`config.mk`:
```
export PLATFORM = sky130hd
export DESIGN_NAME = circle_ring_span_generator
export DESIGN_NICKNAME = d
export VERILOG_FILES = /design/src/hdl/crsg_pkg.sv /design/src/hdl/crsg_sqrt.sv /design/src/hdl/crsg_front.sv /design/src/hdl/crsg_queue.sv /design/src/hdl/crsg_back.sv /design/src/hdl/circle_ring_span_generator.sv
export SDC_FILE = /design/constraint.sdc
export NUM_CORES = 2
export LEC_CHECK = 0
export BUFFER_PORTS_ARGS = -buffer_cell sky130_fd_sc_hd__buf_2
export CORE_UTILIZATION = 50
export DETAILED_ROUTE_END_ITERATION = 16
export PLACE_DENSITY = 0.66
export REMOVE_ABC_BUFFERS = 1
export SLEW_MARGIN = 20
export SYNTH_ARGS = -nofsm -noshare
export SYNTH_HDL_FRONTEND = slang
export SYNTH_SLANG_ARGS = --single-unit
```
`constraint.sdc`:
```
create_clock -name clock -period 47.3 [get_ports clock]
set_input_delay 2.365 -clock clock [delete_from_list [all_inputs] [get_ports clock]]
set_output_delay 2.365 -clock clock [all_outputs]
set_load 0.02 [all_outputs]
```
`src/hdl/crsg_pkg.sv`:
```
`default_nettype none
// ----------------------------------------------------------------------------
// crsg_pkg
// Shared constants and types of the circle and ring span generator: field
// widths, queue entry layout and queue status.
// ----------------------------------------------------------------------------
package crsg_pkg;

   localparam int FRAC_BITS_DEF      = 4;
   localparam int COORD_INT_BITS_DEF = 12;
   localparam int QUEUE_DEPTH_DEF    = 4;

   localparam int RADIUS_W   = 12;
   localparam int THICK_W    = 10;
   localparam int ROW_W      = 12;
   localparam int COLOR_W    = 32;
   localparam int SPAN_X_W   = 13;
   localparam int SPAN_LEN_W = 10;

   // outer radius r+th needs one more bit than r, and so does its root
   localparam int ROOT_W = RADIUS_W + 1;

   localparam int RSP_FIELDS_W = SPAN_X_W + SPAN_LEN_W + ROW_W + COLOR_W;
   localparam int RSP_DATA_W   = ((RSP_FIELDS_W + 7) / 8) * 8;

   // up to two spans of one request, left one first
   typedef struct packed {
      logic                  a_valid;
      logic                  b_valid;
      logic [SPAN_X_W-1:0]   a_x;
      logic [SPAN_LEN_W-1:0] a_len;
      logic [SPAN_X_W-1:0]   b_x;
      logic [SPAN_LEN_W-1:0] b_len;
      logic [ROW_W-1:0]      row;
      logic [COLOR_W-1:0]    color;
   } span_entry_type;

   typedef struct packed {
      logic full;
      logic empty;
   } queue_status_type;

endpackage
`default_nettype wire

```
`src/hdl/crsg_sqrt.sv`:
```
`default_nettype none
// ----------------------------------------------------------------------------
// crsg_sqrt
// Pipelined integer square root, one root bit per stage, with a sideband
// word that travels alongside the radicand.
// ----------------------------------------------------------------------------
module crsg_sqrt
   import crsg_pkg::*;
#(
   parameter int ROOT_BITS = ROOT_W,
   parameter int SIDE_W    = 1
) (
   input  wire logic                   clock,
   input  wire logic                   reset,
   input  wire logic                   enable,
   input  wire logic [2*ROOT_BITS-1:0] rad_in,
   input  wire logic [SIDE_W-1:0]      side_in,
   output logic      [ROOT_BITS-1:0]   root_out,
   output logic      [SIDE_W-1:0]      side_out
);

   localparam int RAD_W = 2 * ROOT_BITS;
   localparam int REM_W = ROOT_BITS + 2;
   localparam int CUR_W = REM_W + 2;

   logic [RAD_W-1:0]     rad_ff  [ROOT_BITS-1];
   logic [REM_W-1:0]     rem_ff  [ROOT_BITS-1];
   logic [ROOT_BITS-1:0] root_ff [ROOT_BITS];
   logic [SIDE_W-1:0]    side_ff [ROOT_BITS];

   logic [RAD_W-1:0]     rad_src  [ROOT_BITS];
   logic [REM_W-1:0]     rem_src  [ROOT_BITS];
   logic [ROOT_BITS-1:0] root_src [ROOT_BITS];
   logic [SIDE_W-1:0]    side_src [ROOT_BITS];

   logic [RAD_W-1:0]     rad_in_s  [ROOT_BITS];
   logic [REM_W-1:0]     rem_in_s  [ROOT_BITS];
   logic [ROOT_BITS-1:0] root_in_s [ROOT_BITS];

   genvar k;
   generate
      for (k = 0; k < ROOT_BITS; k++) begin : g_stage
         logic [CUR_W-1:0] cur;
         logic [CUR_W-1:0] trial;

         if (k == 0) begin : g_first
            assign rad_src[k]  = rad_in;
            assign rem_src[k]  = '0;
            assign root_src[k] = '0;
            assign side_src[k] = side_in;
         end else begin : g_next
            assign rad_src[k]  = rad_ff[k-1];
            assign rem_src[k]  = rem_ff[k-1];
            assign root_src[k] = root_ff[k-1];
            assign side_src[k] = side_ff[k-1];
         end

         // bring down the next two radicand bits, try root*4+1
         assign cur   = {rem_src[k], rad_src[k][RAD_W-1 -: 2]};
         assign trial = CUR_W'({root_src[k], 2'b01});

         always_comb begin
            rad_in_s[k] = rad_src[k] << 2;
            if (cur >= trial) begin
               rem_in_s[k]  = REM_W'(cur - trial);
               root_in_s[k] = {root_src[k][ROOT_BITS-2:0], 1'b1};
            end else begin
               rem_in_s[k]  = REM_W'(cur);
               root_in_s[k] = {root_src[k][ROOT_BITS-2:0], 1'b0};
            end
         end
      end
   endgenerate

   always_ff @(posedge clock) begin
      if (reset) begin
         for (int i = 0; i < ROOT_BITS; i++) begin
            side_ff[i] <= '0;
         end
      end else if (enable) begin
         for (int i = 0; i < ROOT_BITS; i++) begin
            side_ff[i] <= side_src[i];
         end
      end
   end

   always_ff @(posedge clock) begin
      if (enable) begin
         for (int i = 0; i < ROOT_BITS; i++) begin
            root_ff[i] <= root_in_s[i];
         end
         for (int i = 0; i < ROOT_BITS - 1; i++) begin
            rad_ff[i] <= rad_in_s[i];
            rem_ff[i] <= rem_in_s[i];
         end
      end
   end

   assign root_out = root_ff[ROOT_BITS-1];
   assign side_out = side_ff[ROOT_BITS-1];

endmodule
`default_nettype wire

```
`src/hdl/crsg_front.sv`:
```
`default_nettype none
// ----------------------------------------------------------------------------
// crsg_front
// Request pipeline: row offset, chord tests, squares, radicands, two square
// roots and span end points. Pushes one queue entry per request with spans.
// ----------------------------------------------------------------------------
module crsg_front
   import crsg_pkg::*;
#(
   parameter int FRAC_BITS      = FRAC_BITS_DEF,
   parameter int COORD_INT_BITS = COORD_INT_BITS_DEF
) (
   input  wire logic                                      clock,
   input  wire logic                                      reset,
   input  wire logic                                      in_valid,
   output logic                                           in_ready,
   input  wire logic                                      ring_mode,
   input  wire logic signed [COORD_INT_BITS+FRAC_BITS-1:0] center_x,
   input  wire logic signed [COORD_INT_BITS+FRAC_BITS-1:0] center_y,
   input  wire logic        [RADIUS_W-1:0]                radius,
   input  wire logic        [THICK_W-1:0]                 thickness,
   input  wire logic signed [ROW_W-1:0]                   row,
   input  wire logic        [COLOR_W-1:0]                 color,
   output logic                                           push,
   output span_entry_type                                 push_entry,
   input  wire queue_status_type                          q_status
);

   localparam int CW     = COORD_INT_BITS + FRAC_BITS;
   localparam int DYW    = FRAC_BITS + ((COORD_INT_BITS > ROW_W) ? COORD_INT_BITS : ROW_W) + 1;
   localparam int CMP_W  = (DYW > ROOT_W) ? DYW : ROOT_W;
   localparam int SQ_W   = 2 * ROOT_W;
   localparam int SUM_W  = ((CW > ROOT_W + 1) ? CW : ROOT_W + 1) + 1;
   localparam int DIF_W  = SUM_W + 1;
   localparam int SIDE_W = 3 + CW + ROW_W + COLOR_W;
   localparam logic signed [SUM_W-1:0] BIAS = SUM_W'((2 ** FRAC_BITS) - 1);

   // fixed point to pixel, truncated toward zero
   function automatic logic signed [SUM_W-1:0] to_px(input logic signed [SUM_W-1:0] q);
      logic signed [SUM_W-1:0] biased;
      biased = q[SUM_W-1] ? q + BIAS : q;
      return biased >>> FRAC_BITS;
   endfunction

   logic en;

   // stage 1: row offset and radii
   logic                    s1_valid_ff, s1_ring_ff;
   logic signed [DYW-1:0]   s1_dy_ff;
   logic [ROOT_W-1:0]       s1_rout_ff;
   logic [RADIUS_W-1:0]     s1_rin_ff;
   logic signed [CW-1:0]    s1_cx_ff;
   logic [ROW_W-1:0]        s1_row_ff;
   logic [COLOR_W-1:0]      s1_color_ff;
   logic signed [DYW-1:0]   s1_dy_in;
   logic [ROOT_W-1:0]       s1_rout_in;
   logic [RADIUS_W-1:0]     s1_rin_in;

   // stage 2: |dy| and chord tests
   logic                    s2_valid_ff, s2_ring_ff, s2_hit_ff, s2_inner_ff;
   logic [ROOT_W-1:0]       s2_ady_ff, s2_rout_ff;
   logic [RADIUS_W-1:0]     s2_rin_ff;
   logic signed [CW-1:0]    s2_cx_ff;
   logic [ROW_W-1:0]        s2_row_ff;
   logic [COLOR_W-1:0]      s2_color_ff;
   logic [DYW-1:0]          s2_ady_full;
   logic                    s2_hit_in, s2_inner_in;

   // stage 3: squares
   logic                    s3_valid_ff, s3_ring_ff, s3_hit_ff, s3_inner_ff;
   logic [SQ_W-1:0]         s3_sq_a_ff, s3_sq_o_ff, s3_sq_i_ff;
   logic signed [CW-1:0]    s3_cx_ff;
   logic [ROW_W-1:0]        s3_row_ff;
   logic [COLOR_W-1:0]      s3_color_ff;

   // stage 4: radicands
   logic                    s4_valid_ff, s4_ring_ff, s4_hit_ff, s4_inner_ff;
   logic [SQ_W-1:0]         s4_rad_o_ff, s4_rad_i_ff;
   logic signed [CW-1:0]    s4_cx_ff;
   logic [ROW_W-1:0]        s4_row_ff;
   logic [COLOR_W-1:0]      s4_color_ff;

   // root outputs
   logic [ROOT_W-1:0]       root_o, root_i;
   logic [SIDE_W-1:0]       side_o;
   logic                    side_i;
   logic                    r_valid, r_hit, r_ring;
   logic signed [CW-1:0]    r_cx;
   logic [ROW_W-1:0]        r_row;
   logic [COLOR_W-1:0]      r_color;
   logic signed [SUM_W-1:0] r_cx_e, r_ho_e, r_hi_e;

   // stage 5: pixel ends
   logic                    s5_valid_ff, s5_ring_ff, s5_hit_ff, s5_inner_ff;
   logic signed [SUM_W-1:0] s5_xo0_ff, s5_xo1_ff, s5_xi0_ff, s5_xi1_ff;
   logic [ROW_W-1:0]        s5_row_ff;
   logic [COLOR_W-1:0]      s5_color_ff;

   // stage 6: spans
   logic                    s6_valid_ff;
   span_entry_type          s6_entry_ff;
   span_entry_type          s6_entry_in;
   logic signed [DIF_W-1:0] xo0, xo1, xi0, xi1, end_a;

   assign en       = !s6_valid_ff || !q_status.full;
   assign in_ready = en;

   assign s1_dy_in   = (DYW'(row) <<< FRAC_BITS) - DYW'(center_y);
   assign s1_rout_in = ring_mode ? ROOT_W'(radius) + ROOT_W'(thickness) : ROOT_W'(radius);
   assign s1_rin_in  = (radius >= RADIUS_W'(thickness)) ? radius - RADIUS_W'(thickness)
                                                        : RADIUS_W'(thickness) - radius;

   assign s2_ady_full = s1_dy_ff[DYW-1] ? DYW'(-s1_dy_ff) : DYW'(s1_dy_ff);
   assign s2_hit_in   = CMP_W'(s2_ady_full) <= CMP_W'(s1_rout_ff);
   assign s2_inner_in = s1_ring_ff && (CMP_W'(s2_ady_full) <= CMP_W'(s1_rin_ff));

   always_ff @(posedge clock) begin
      if (reset) begin
         s1_valid_ff <= 1'b0;
         s2_valid_ff <= 1'b0;
         s3_valid_ff <= 1'b0;
         s4_valid_ff <= 1'b0;
         s5_valid_ff <= 1'b0;
         s6_valid_ff <= 1'b0;
      end else if (en) begin
         s1_valid_ff <= in_valid;
         s2_valid_ff <= s1_valid_ff;
         s3_valid_ff <= s2_valid_ff;
         s4_valid_ff <= s3_valid_ff;
         s5_valid_ff <= r_valid;
         s6_valid_ff <= s5_valid_ff && (s6_entry_in.a_valid || s6_entry_in.b_valid);
      end
   end

   always_ff @(posedge clock) begin
      if (en) begin
         s1_ring_ff  <= ring_mode;
         s1_dy_ff    <= s1_dy_in;
         s1_rout_ff  <= s1_rout_in;
         s1_rin_ff   <= s1_rin_in;
         s1_cx_ff    <= center_x;
         s1_row_ff   <= row;
         s1_color_ff <= color;

         s2_ring_ff  <= s1_ring_ff;
         s2_hit_ff   <= s2_hit_in;
         s2_inner_ff <= s2_inner_in;
         s2_ady_ff   <= s2_ady_full[ROOT_W-1:0];
         s2_rout_ff  <= s1_rout_ff;
         s2_rin_ff   <= s1_rin_ff;
         s2_cx_ff    <= s1_cx_ff;
         s2_row_ff   <= s1_row_ff;
         s2_color_ff <= s1_color_ff;

         s3_ring_ff  <= s2_ring_ff;
         s3_hit_ff   <= s2_hit_ff;
         s3_inner_ff <= s2_inner_ff;
         s3_sq_a_ff  <= SQ_W'(s2_ady_ff) * SQ_W'(s2_ady_ff);
         s3_sq_o_ff  <= SQ_W'(s2_rout_ff) * SQ_W'(s2_rout_ff);
         s3_sq_i_ff  <= SQ_W'(s2_rin_ff) * SQ_W'(s2_rin_ff);
         s3_cx_ff    <= s2_cx_ff;
         s3_row_ff   <= s2_row_ff;
         s3_color_ff <= s2_color_ff;

         // wraps when the row misses a circle, the hit flags mask that
         s4_ring_ff  <= s3_ring_ff;
         s4_hit_ff   <= s3_hit_ff;
         s4_inner_ff <= s3_inner_ff;
         s4_rad_o_ff <= s3_sq_o_ff - s3_sq_a_ff;
         s4_rad_i_ff <= s3_sq_i_ff - s3_sq_a_ff;
         s4_cx_ff    <= s3_cx_ff;
         s4_row_ff   <= s3_row_ff;
         s4_color_ff <= s3_color_ff;

         s5_ring_ff  <= r_ring;
         s5_hit_ff   <= r_hit;
         s5_inner_ff <= side_i;
         s5_xo0_ff   <= to_px(r_cx_e - r_ho_e);
         s5_xo1_ff   <= to_px(r_cx_e + r_ho_e);
         s5_xi0_ff   <= to_px(r_cx_e - r_hi_e);
         s5_xi1_ff   <= to_px(r_cx_e + r_hi_e);
         s5_row_ff   <= r_row;
         s5_color_ff <= r_color;

         s6_entry_ff <= s6_entry_in;
      end
   end

   crsg_sqrt #(
      .ROOT_BITS (ROOT_W),
      .SIDE_W    (SIDE_W)
   ) u_sqrt_outer (
      .clock    (clock),
      .reset    (reset),
      .enable   (en),
      .rad_in   (s4_rad_o_ff),
      .side_in  ({s4_valid_ff, s4_hit_ff, s4_ring_ff, s4_cx_ff, s4_row_ff, s4_color_ff}),
      .root_out (root_o),
      .side_out (side_o)
   );

   crsg_sqrt #(
      .ROOT_BITS (ROOT_W),
      .SIDE_W    (1)
   ) u_sqrt_inner (
      .clock    (clock),
      .reset    (reset),
      .enable   (en),
      .rad_in   (s4_rad_i_ff),
      .side_in  (s4_inner_ff),
      .root_out (root_i),
      .side_out (side_i)
   );

   assign {r_valid, r_hit, r_ring, r_cx, r_row, r_color} = side_o;
   assign r_cx_e = SUM_W'(r_cx);
   assign r_ho_e = SUM_W'(root_o);
   assign r_hi_e = SUM_W'(root_i);

   assign xo0   = DIF_W'(s5_xo0_ff);
   assign xo1   = DIF_W'(s5_xo1_ff);
   assign xi0   = DIF_W'(s5_xi0_ff);
   assign xi1   = DIF_W'(s5_xi1_ff);
   // left span ends just before the inner chord when there is one
   assign end_a = s5_inner_ff ? xi0 - DIF_W'(1) : xo1;

   always_comb begin
      s6_entry_in.a_valid = s5_hit_ff && (s5_ring_ff ? (end_a >= xo0) : (xo1 > xo0));
      s6_entry_in.a_x     = SPAN_X_W'(xo0);
      s6_entry_in.a_len   = SPAN_LEN_W'(end_a - xo0 + DIF_W'(1));
      s6_entry_in.b_valid = s5_hit_ff && s5_inner_ff && (xo1 > xi1);
      s6_entry_in.b_x     = SPAN_X_W'(xi1 + DIF_W'(1));
      s6_entry_in.b_len   = SPAN_LEN_W'(xo1 - xi1);
      s6_entry_in.row     = s5_row_ff;
      s6_entry_in.color   = s5_color_ff;
   end

   assign push       = s6_valid_ff && !q_status.full;
   assign push_entry = s6_entry_ff;

endmodule
`default_nettype wire

```
`src/hdl/crsg_queue.sv`:
```
`default_nettype none
// ----------------------------------------------------------------------------
// crsg_queue
// Short first-in first-out queue of span entries between the request
// pipeline and the span emitter.
// ----------------------------------------------------------------------------
module crsg_queue
   import crsg_pkg::*;
#(
   parameter int DEPTH = QUEUE_DEPTH_DEF
) (
   input  wire logic             clock,
   input  wire logic             reset,
   input  wire logic             push,
   input  wire span_entry_type   push_entry,
   input  wire logic             pop,
   output span_entry_type        head,
   output queue_status_type      status
);

   localparam int PTR_W = (DEPTH > 1) ? $clog2(DEPTH) : 1;
   localparam int CNT_W = $clog2(DEPTH + 1);

   span_entry_type   entry_ff [DEPTH];
   logic [PTR_W-1:0] wr_ptr_ff, wr_ptr_in;
   logic [PTR_W-1:0] rd_ptr_ff, rd_ptr_in;
   logic [CNT_W-1:0] count_ff, count_in;

   always_comb begin
      wr_ptr_in = wr_ptr_ff;
      rd_ptr_in = rd_ptr_ff;
      count_in  = count_ff;
      if (push) begin
         wr_ptr_in = (wr_ptr_ff == PTR_W'(DEPTH - 1)) ? '0 : wr_ptr_ff + PTR_W'(1);
      end
      if (pop) begin
         rd_ptr_in = (rd_ptr_ff == PTR_W'(DEPTH - 1)) ? '0 : rd_ptr_ff + PTR_W'(1);
      end
      if (push && !pop) begin
         count_in = count_ff + CNT_W'(1);
      end else if (pop && !push) begin
         count_in = count_ff - CNT_W'(1);
      end
   end

   always_ff @(posedge clock) begin
      if (reset) begin
         wr_ptr_ff <= '0;
         rd_ptr_ff <= '0;
         count_ff  <= '0;
      end else begin
         wr_ptr_ff <= wr_ptr_in;
         rd_ptr_ff <= rd_ptr_in;
         count_ff  <= count_in;
      end
   end

   always_ff @(posedge clock) begin
      if (push) begin
         entry_ff[wr_ptr_ff] <= push_entry;
      end
   end

   assign head         = entry_ff[rd_ptr_ff];
   assign status.full  = (count_ff == CNT_W'(DEPTH));
   assign status.empty = (count_ff == '0);

endmodule
`default_nettype wire

```
`src/hdl/crsg_back.sv`:
```
`default_nettype none
// ----------------------------------------------------------------------------
// crsg_back
// Span emitter: takes queue entries and sends their one or two spans as
// result words, marking the last span of each request.
// ----------------------------------------------------------------------------
module crsg_back
   import crsg_pkg::*;
(
   input  wire logic                  clock,
   input  wire logic                  reset,
   input  wire span_entry_type        head,
   input  wire queue_status_type      q_status,
   output logic                       pop,
   output logic                       rsp_tvalid,
   input  wire logic                  rsp_tready,
   output logic [RSP_DATA_W-1:0]      rsp_tdata,
   output logic                       rsp_tlast
);

   logic                  rsp_valid_ff, rsp_valid_in;
   logic [RSP_DATA_W-1:0] rsp_data_ff, rsp_data_in;
   logic                  rsp_last_ff, rsp_last_in;
   logic                  second_ff, second_in;
   logic                  load, emit, use_b;
   logic [SPAN_X_W-1:0]   sel_x;
   logic [SPAN_LEN_W-1:0] sel_len;

   assign load  = !rsp_valid_ff || rsp_tready;
   assign emit  = load && !q_status.empty;
   // right span goes out once the left one is gone or when there is no left one
   assign use_b = second_ff || !head.a_valid;

   assign sel_x   = use_b ? head.b_x : head.a_x;
   assign sel_len = use_b ? head.b_len : head.a_len;

   always_comb begin
      rsp_valid_in = load ? !q_status.empty : rsp_valid_ff;
      rsp_data_in  = RSP_DATA_W'({head.color, head.row, sel_len, sel_x});
      rsp_last_in  = use_b || !head.b_valid;
      second_in    = second_ff;
      if (emit) begin
         second_in = !use_b && head.b_valid;
      end
   end

   assign pop = emit && rsp_last_in;

   always_ff @(posedge clock) begin
      if (reset) begin
         rsp_valid_ff <= 1'b0;
         second_ff    <= 1'b0;
      end else begin
         rsp_valid_ff <= rsp_valid_in;
         second_ff    <= second_in;
      end
   end

   always_ff @(posedge clock) begin
      if (emit) begin
         rsp_data_ff <= rsp_data_in;
         rsp_last_ff <= rsp_last_in;
      end
   end

   assign rsp_tvalid = rsp_valid_ff;
   assign rsp_tdata  = rsp_data_ff;
   assign rsp_tlast  = rsp_last_ff;

endmodule
`default_nettype wire

```
`src/hdl/circle_ring_span_generator.sv`:
```
`default_nettype none
// ----------------------------------------------------------------------------
// circle_ring_span_generator
// Scanline span generator for filled discs and rings.
// ----------------------------------------------------------------------------
// Each request names a disc or ring in Q.FRAC_BITS fixed point and one row;
// the block answers with zero, one or two spans (disc at most one, ring two
// when the inner circle splits the row), the last of them flagged on tlast.
// A request with no span produces no word. Requests are taken one per cycle
// while the span queue has room; the request pipeline runs 19 stages
// (offset, chord tests, squares, radicands, a 13-stage pipelined square root
// pair, end points, spans), and with the queue empty a span passes from the
// spans stage through the queue into the registered result port. The result
// side sends one span per cycle while rsp_tready is high, so a stream of
// two-span rings fills the span queue; when the span queue fills, the whole
// request pipeline holds and req_tready drops.
// ----------------------------------------------------------------------------
module circle_ring_span_generator
   import crsg_pkg::*;
#(
   parameter int FRAC_BITS      = FRAC_BITS_DEF,
   parameter int COORD_INT_BITS = COORD_INT_BITS_DEF,
   parameter int QUEUE_DEPTH    = QUEUE_DEPTH_DEF
) (
   input  wire logic                                  clock,
   input  wire logic                                  reset,
   input  wire logic                                  req_tvalid,
   output logic                                       req_tready,
   // center_x, center_y, radius, thickness, row, color
   input  wire logic [((2*(COORD_INT_BITS+FRAC_BITS) + RADIUS_W + THICK_W + ROW_W
                        + COLOR_W + 7) / 8) * 8 - 1:0] req_tdata,
   // ring_mode
   input  wire logic                                  req_tuser,
   output logic                                       rsp_tvalid,
   input  wire logic                                  rsp_tready,
   // span_x, span_len, span_row, span_color
   output logic [RSP_DATA_W-1:0]                      rsp_tdata,
   // last_span
   output logic                                       rsp_tlast
);

   localparam int CW = COORD_INT_BITS + FRAC_BITS;

   localparam int OFS_CY  = CW;
   localparam int OFS_R   = 2 * CW;
   localparam int OFS_TH  = OFS_R + RADIUS_W;
   localparam int OFS_ROW = OFS_TH + THICK_W;
   localparam int OFS_COL = OFS_ROW + ROW_W;

   logic signed [CW-1:0]    center_x, center_y;
   logic [RADIUS_W-1:0]     radius;
   logic [THICK_W-1:0]      thickness;
   logic signed [ROW_W-1:0] row;
   logic [COLOR_W-1:0]      color;

   logic                    q_push, q_pop;
   span_entry_type          q_push_entry, q_head;
   queue_status_type        q_status;

   assign center_x  = req_tdata[CW-1:0];
   assign center_y  = req_tdata[OFS_CY +: CW];
   assign radius    = req_tdata[OFS_R +: RADIUS_W];
   assign thickness = req_tdata[OFS_TH +: THICK_W];
   assign row       = req_tdata[OFS_ROW +: ROW_W];
   assign color     = req_tdata[OFS_COL +: COLOR_W];

   crsg_front #(
      .FRAC_BITS      (FRAC_BITS),
      .COORD_INT_BITS (COORD_INT_BITS)
   ) u_front (
      .clock      (clock),
      .reset      (reset),
      .in_valid   (req_tvalid),
      .in_ready   (req_tready),
      .ring_mode  (req_tuser),
      .center_x   (center_x),
      .center_y   (center_y),
      .radius     (radius),
      .thickness  (thickness),
      .row        (row),
      .color      (color),
      .push       (q_push),
      .push_entry (q_push_entry),
      .q_status   (q_status)
   );

   crsg_queue #(
      .DEPTH (QUEUE_DEPTH)
   ) u_queue (
      .clock      (clock),
      .reset      (reset),
      .push       (q_push),
      .push_entry (q_push_entry),
      .pop        (q_pop),
      .head       (q_head),
      .status     (q_status)
   );

   crsg_back u_back (
      .clock      (clock),
      .reset      (reset),
      .head       (q_head),
      .q_status   (q_status),
      .pop        (q_pop),
      .rsp_tvalid (rsp_tvalid),
      .rsp_tready (rsp_tready),
      .rsp_tdata  (rsp_tdata),
      .rsp_tlast  (rsp_tlast)
   );

   // a queued entry always carries at least one span
   a_entry_has_span: assert property (@(posedge clock) disable iff (reset)
      q_push |-> (q_push_entry.a_valid || q_push_entry.b_valid))
      else $error("queue entry without span");

   a_no_overflow: assert property (@(posedge clock) disable iff (reset)
      !(q_push && q_status.full))
      else $error("span queue overflow");

   a_no_underflow: assert property (@(posedge clock) disable iff (reset)
      !(q_pop && q_status.empty))
      else $error("span queue underflow");

   a_push_fills: assert property (@(posedge clock) disable iff (reset)
      (q_push && !q_pop) |=> !q_status.empty)
      else $error("span queue lost an entry");

endmodule
`default_nettype wire
```
* Word level (Yosys, flattened, before mapping)
Memories as Yosys holds them, arrays and structs flattened. A register that Yosys moved wholly into a read port is not among the register bits.
Index checks and enable logic that the tools add are counted.
Widths: inputs -> output; s select.
** Storage, ports and cells
- Register bits :: 731
- Memory bits (writable) :: 2474
- Input bits :: 109
- Output and inout port bits :: 75
- Logic and storage cells :: 312
- Memories :: 9
** Memory list
- u_front.u_sqrt_outer.side_ff :: depth 13, bits a word 63, rd ports 13, clocked after Yosys merged registers in 0, wr ports 13, RTL line crsg_sqrt.sv:29 : logic [SIDE_W-1:0] side_ff [ROOT_BITS];
- u_queue.entry_ff :: depth 4, bits a word 92, rd ports 1, clocked after Yosys merged registers in 1, wr ports 1, RTL line crsg_queue.sv:24 : span_entry_type entry_ff [DEPTH];
- u_front.u_sqrt_inner.rad_ff :: depth 12, bits a word 24, rd ports 12, clocked after Yosys merged registers in 0, wr ports 12, RTL line crsg_sqrt.sv:26 : logic [RAD_W-1:0] rad_ff [ROOT_BITS-1];
- u_front.u_sqrt_outer.rad_ff :: depth 12, bits a word 24, rd ports 12, clocked after Yosys merged registers in 0, wr ports 12, RTL line crsg_sqrt.sv:26
- u_front.u_sqrt_inner.rem_ff :: depth 12, bits a word 15, rd ports 12, clocked after Yosys merged registers in 0, wr ports 12, RTL line crsg_sqrt.sv:27 : logic [REM_W-1:0] rem_ff [ROOT_BITS-1];
- u_front.u_sqrt_outer.rem_ff :: depth 12, bits a word 15, rd ports 12, clocked after Yosys merged registers in 0, wr ports 12, RTL line crsg_sqrt.sv:27
- 3 more memories
** Cells by class
- Add/subtract/negate cells :: 48
- $mul :: 3
- Magnitude comparators :: 32
- Eq/ne operators :: 3
- Multiplexer cells :: 101
- Bitwise gates (word level) :: 26
- Reductions and logical operators :: 27
** Operators with widths (number)
- $mux 63 :: 13
- $ge 17x15->1 :: 24
- $mux 15 :: 24
- $sub 15x15->15 :: 22
- $mux 17 :: 5
- $add 17x5->17 const B :: 4
- $mul 13x13->26 :: 2
- $mux 1 :: 48
- $add 16x14->17 :: 2
- $sub 16x14->17 :: 2
- $gt 13x13->1 :: 2
- $or 1x1->1 :: 26
- $sub 24x26->26 :: 1
- $sub 26x26->26 :: 1
- $mul 12x12->24 :: 1
- $mux 12 :: 2
- $sub 10x10->10 :: 2
- $ge 18x13->1 :: 1
- $mux 18 :: 1
- $le 17x12->1 :: 1
- $le 17x13->1 :: 1
- $neg 17->17 :: 1
- $sub 16x16->17 :: 1
- $sub 13x2->14 const B :: 1
- 22 further kinds :: 52

* Logic depth before layout (Yosys ltp)
- Depth in word-level cells :: 7
- Depth in mapped cells :: 23
- Depth with buffers taken out :: 23

* Cells and area by module
Synthesis repeated with hierarchy kept, for this count alone.
** Unflattened totals
- Cells, all modules :: 9118
- Area, all modules :: 129113.8 um2
** By module, submodules not included
- crsg_sqrt (u_front.u_sqrt_outer) :: times used 1, cells an instance 3198, area each 49513.7 um2, seq. area each 36965.5 um2
- crsg_front :: times used 1, cells an instance 3840, area each 43857.1 um2, seq. area each 19518.7 um2
- crsg_sqrt (u_front.u_sqrt_inner) :: times used 1, cells an instance 1444, area each 19461.2 um2, seq. area each 12762.2 um2
- crsg_queue :: times used 1, cells an instance 524, area each 13716.9 um2, seq. area each 11230.8 um2
- crsg_back :: times used 1, cells an instance 112, area each 2565.0 um2, seq. area each 2082.0 um2

* Worst setup path after synthesis
OpenSTA, ideal clock, no wires.
- Kind :: register -> output
- From :: register u_queue.count_ff[0]
- To :: output port req_tready
- Data arrival time :: 29.131 ns
- Path slack :: 15.804 ns
- Cell stages (with the launch flop) :: 5
- Buffers on the path :: 1
- Path through :: dfxtp_1 -> nor2_1 -> and3_1 -> clkbuf_1 -> inv_1
** On the way
- Word-level cells in the longest chain between the ends :: 3
** RTL lines
- start: declaration :: RTL line crsg_queue.sv:27 : logic [CNT_W-1:0] count_ff, count_in;
- start signal: assignment :: RTL line crsg_queue.sv:54 : count_ff <= count_in;
- $eq 3x3->1 :: RTL line crsg_queue.sv:65 : assign status.full = (count_ff == CNT_W'(DEPTH));
- $logic_not 1->1 :: RTL line crsg_front.sv:105 : assign en = !s6_valid_ff || !q_status.full;
- $logic_or 1x1->1 :: RTL line crsg_front.sv:105
- end: declaration :: RTL line circle_ring_span_generator.sv:28 : output logic req_tready,
Every way passes these cells.

==> results.json <==
{
  "skew_ns": 0.07162,
  "path_clk_slew_ns": 0.06,
  "final-max-slew-violation-count": 0,
  "wire_per_inst_um": 16.55,
  "via_per_inst": 5.105,
  "drt_wl_total_um": 212700,
  "track_usage_pct": 16.55,
  "areaGrowthSynthToFinish_pct": 10.68,
  "drive_above_1_share_pct": 8.770,
  "vias": 65620,
  "die-area_mm2": 0.2574,
  "required_ns": 47.81,
  "cts_hold_buf": 0,
  "cts_resized": 0,
  "irDropWorstVdd_mv": 0.1769,
  "met1_usage_pct": 20.31,
  "setup_viol": 0,
  "grtUsageMet3_pct": 2.626,
  "critical_path_class": "in2reg",
  "cts_tree": "built",
  "r2r_cells": 20,
  "n_fill_cell": 19930,
  "io_pins": 184,
  "synth_flop_cell": "edfxtp_1",
  "fin_tns_setup_ns": 0,
  "hold_class": "reg2reg",
  "firstDrtPassIters": 5,
  "h-tree-depth": 5,
  "hpwlAfterDp_um": 144300,
  "maxCapViolations": 0,
  "rows": 185,
  "grt_max_degree": 164,
  "relSlewSlack_pct": 27.20,
  "synthTopCellsByArea": "edfxtp_1 (64%), ha_1 (6.2%), fa_1 (4.6%)",
  "syn_area_mm2": 0.1277,
  "grt_most_used_layer": "met2",
  "ys_seq_elements": 2755,
  "grt_util_met2_pct": 29.41,
  "cts_root_buf": "clkbuf_16",
  "status": "finished clean",
  "port_buffers": 172,
  "core_area_mm2": 0.2539,
  "drt_iter0_drc": 3804,
  "place_congestion": 0.8958,
  "cts_buffer_depth": 4,
  "rsz0062_at_grt": "false",
  "critPathMaxFanout": 85,
  "ys_types": 98,
  "pwr_density_cell_mw_per_mm2": 74.64,
  "synth_edf_count": 2738,
  "yosys.area.top_type": "edfxtp_1",
  "fin_nets": 10310,
  "period_share_pct": 14.10,
  "start_util_pct": 50.28,
  "drc": 0,
  "synth_area_per_cell_um2": 14.22,
  "hold_slack_ns": 0.3868,
  "critPathArrivalTime_ns": 7.19,
  "yosys_warnings": 0,
  "hold_violations": 0,
  "grt_pass1_vias": 67550,
  "dieWidth_um": 507.3,
  "overflow": 0,
  "p_leak_nw": 58.61,
  "hold_depth": 0,
  "worst_pin_slew_ns": 1.092,
  "async_flop_share_pct": 0,
  "grt_pass1_wl_um": 344500,
  "synth_top_area_share_pct": 64.40,
  "endpoint_kind": "flip-flop",
  "antenna_left": 0,
  "synth_cells": 8980,
  "antenna_found_initial": 1,
  "start_kind": "input port",
  "cts_setup_buffers": 0,
  "synth_seq_area_share_pct": 64.66,
  "cts.sinks": 2755,
  "post-route-min-period_ns": 6.671,
  "reg2reg_slack_ns": 40.73,
  "fmax_mhz": 149.9,
  "die-height_um": 507.3,
  "cts_buffers": 297,
  "clkLatencyLatePin_ns": 0.92
}
## synthesized netlist by cell type (140+ instances only)
| cell type | instances |
|---|---|
| a21oi_1 | 306 |
| and2_1 | 759 |
| clkbuf_1 | 202 |
| edfxtp_1 | 2738 |
| fa_1 | 294 |
| ha_1 | 631 |
| inv_1 | 1013 |
| nand2_1 | 403 |
| nor2_1 | 351 |
| nor2b_1 | 272 |
| nor3_1 | 140 |
| o21ai_0 | 236 |
| xnor2_1 | 316 |
| xor2_1 | 171 |
## through the flow
step	utilization, %	total power, mW	instance area, um2	setup slack [ns]	std cells
after floorplan	-	7.321	126800	15.88	8754
after global placement	52.10	8.433	132300	39.65	12340
after detailed placement	52.10	8.511	132300	39.61	12340
after CTS	55.63	10.70	141300	40.63	12850
after global routing	55.65	11.41	141300	40.27	12860
final	55.65	10.55	141300	40.63	12860
## placed cells by master (no fill, tap or decap), drive strengths merged, types with 51 or more instances in the layout
| cell | n |
|---|---|
| clkinv | 123 |
| nor2 | 351 |
| nand3 | 77 |
| buf | 225 |
| nor2b | 272 |
| nand2b | 81 |
| fa | 294 |
| ha | 631 |
| mux2 | 51 |
| o21ai | 239 |
| edfxtp | 2738 |
| a21o | 80 |
| o21a | 113 |
| xor2 | 171 |
| xnor2 | 316 |
| clkbuf | 356 |
| nor3 | 141 |
| and2 | 759 |
| nand2 | 403 |
| a21oi | 310 |
| mux4 | 92 |
| inv | 1019 |
## worst paths after layout
check,from,end
max,reset,u_front.u_sqrt_outer.side_ff[0][112]
min,u_front.s5_row_ff[2],u_front.push_entry[34]
max reg2reg,u_front.s2_rin_ff[4],u_front.s3_sq_i_ff[22]
min reg2reg,u_front.s5_row_ff[2],u_front.push_entry[34]
## registers in the layout, summed over array words and instances (netlist names), 26 cells and up, named ones only
register	cells
u_front.u_sqrt_inner.rem_ff	165
u_front.u_sqrt_outer.side_ff	819
u_queue.entry_ff	368
u_front.push_entry	92
u_front.s5_color_ff	32
u_front.s4_rad_o_ff	26
u_front.u_sqrt_outer.root_ff	91
u_front.s4_rad_i_ff	26
u_front.u_sqrt_outer.rem_ff	165
u_front.u_sqrt_inner.root_ff	91
u_front.u_sqrt_outer.rad_ff	156
u_back.rsp_tdata	67
u_front.s1_color_ff	32
u_front.s2_color_ff	32
u_front.s4_color_ff	32
u_front.u_sqrt_inner.rad_ff	156
u_front.s3_color_ff	32
## logic make-up (layout without fill, tap and decap cells)
| kind of cell | Yosys count | in the layout | synth area share [%] |
|---|---|---|---|
| flops | 2755 | 2755 | 64.66 |
| simple gates | 2353 | 2353 | 10.00 |
| buf+inv | 1247 | 1748 | 3.724 |
| compound gates | 1050 | 1050 | 5.251 |
| fa+ha+maj | 925 | 925 | 10.79 |
| xor+xnor | 487 | 487 | 3.341 |
| mux | 162 | 162 | 2.222 |
| other cells | 1 | 9 | 0.002937 |
## power breakdown
group          leakage (nW)  internal, mW  switching (mW)
Clock                  4.39          1.26           0.877
Combinational          24.4          2.05            2.67
Sequential             29.8          3.44           0.249
Total                  58.6          6.75            3.80
## layer usage
| metal | part of all wire [%] | routed length (um) | vias up |
|---|---|---|---|
| li1 | - | - | 32410 |
| met3 | 3.5 | 7546 | 410 |
| met2 | 51 | 108100 | 1089 |
| met1 | 42 | 90230 | 31720 |
| met4 | 3.2 | 6870 | 0 |
| met5 | 0 | 0 | - |
## worst max-delay path: stages
cell and delay [ns]:
buf_6 0.34, nand2b_4 0.74, buf_4 0.81, buf_4 0.83, buf_4 0.89, buf_4 0.92
## area by class of cell
type	count	area, um2	share of cell area (%)
Sequential cell	2755	82560	58.43
Timing Repair Buffer	225	1309	0.9262
Tap cell	3366	4212	2.980
Multi-Input combinational cell	4984	40430	28.61
Clock buffer	356	7696	5.446
Inverter	1015	3817	2.702
Clock inverter	152	1274	0.9014
Antenna cell	2	5.005	0.003542
Note: power is estimated with default switching activity, not from simulation.
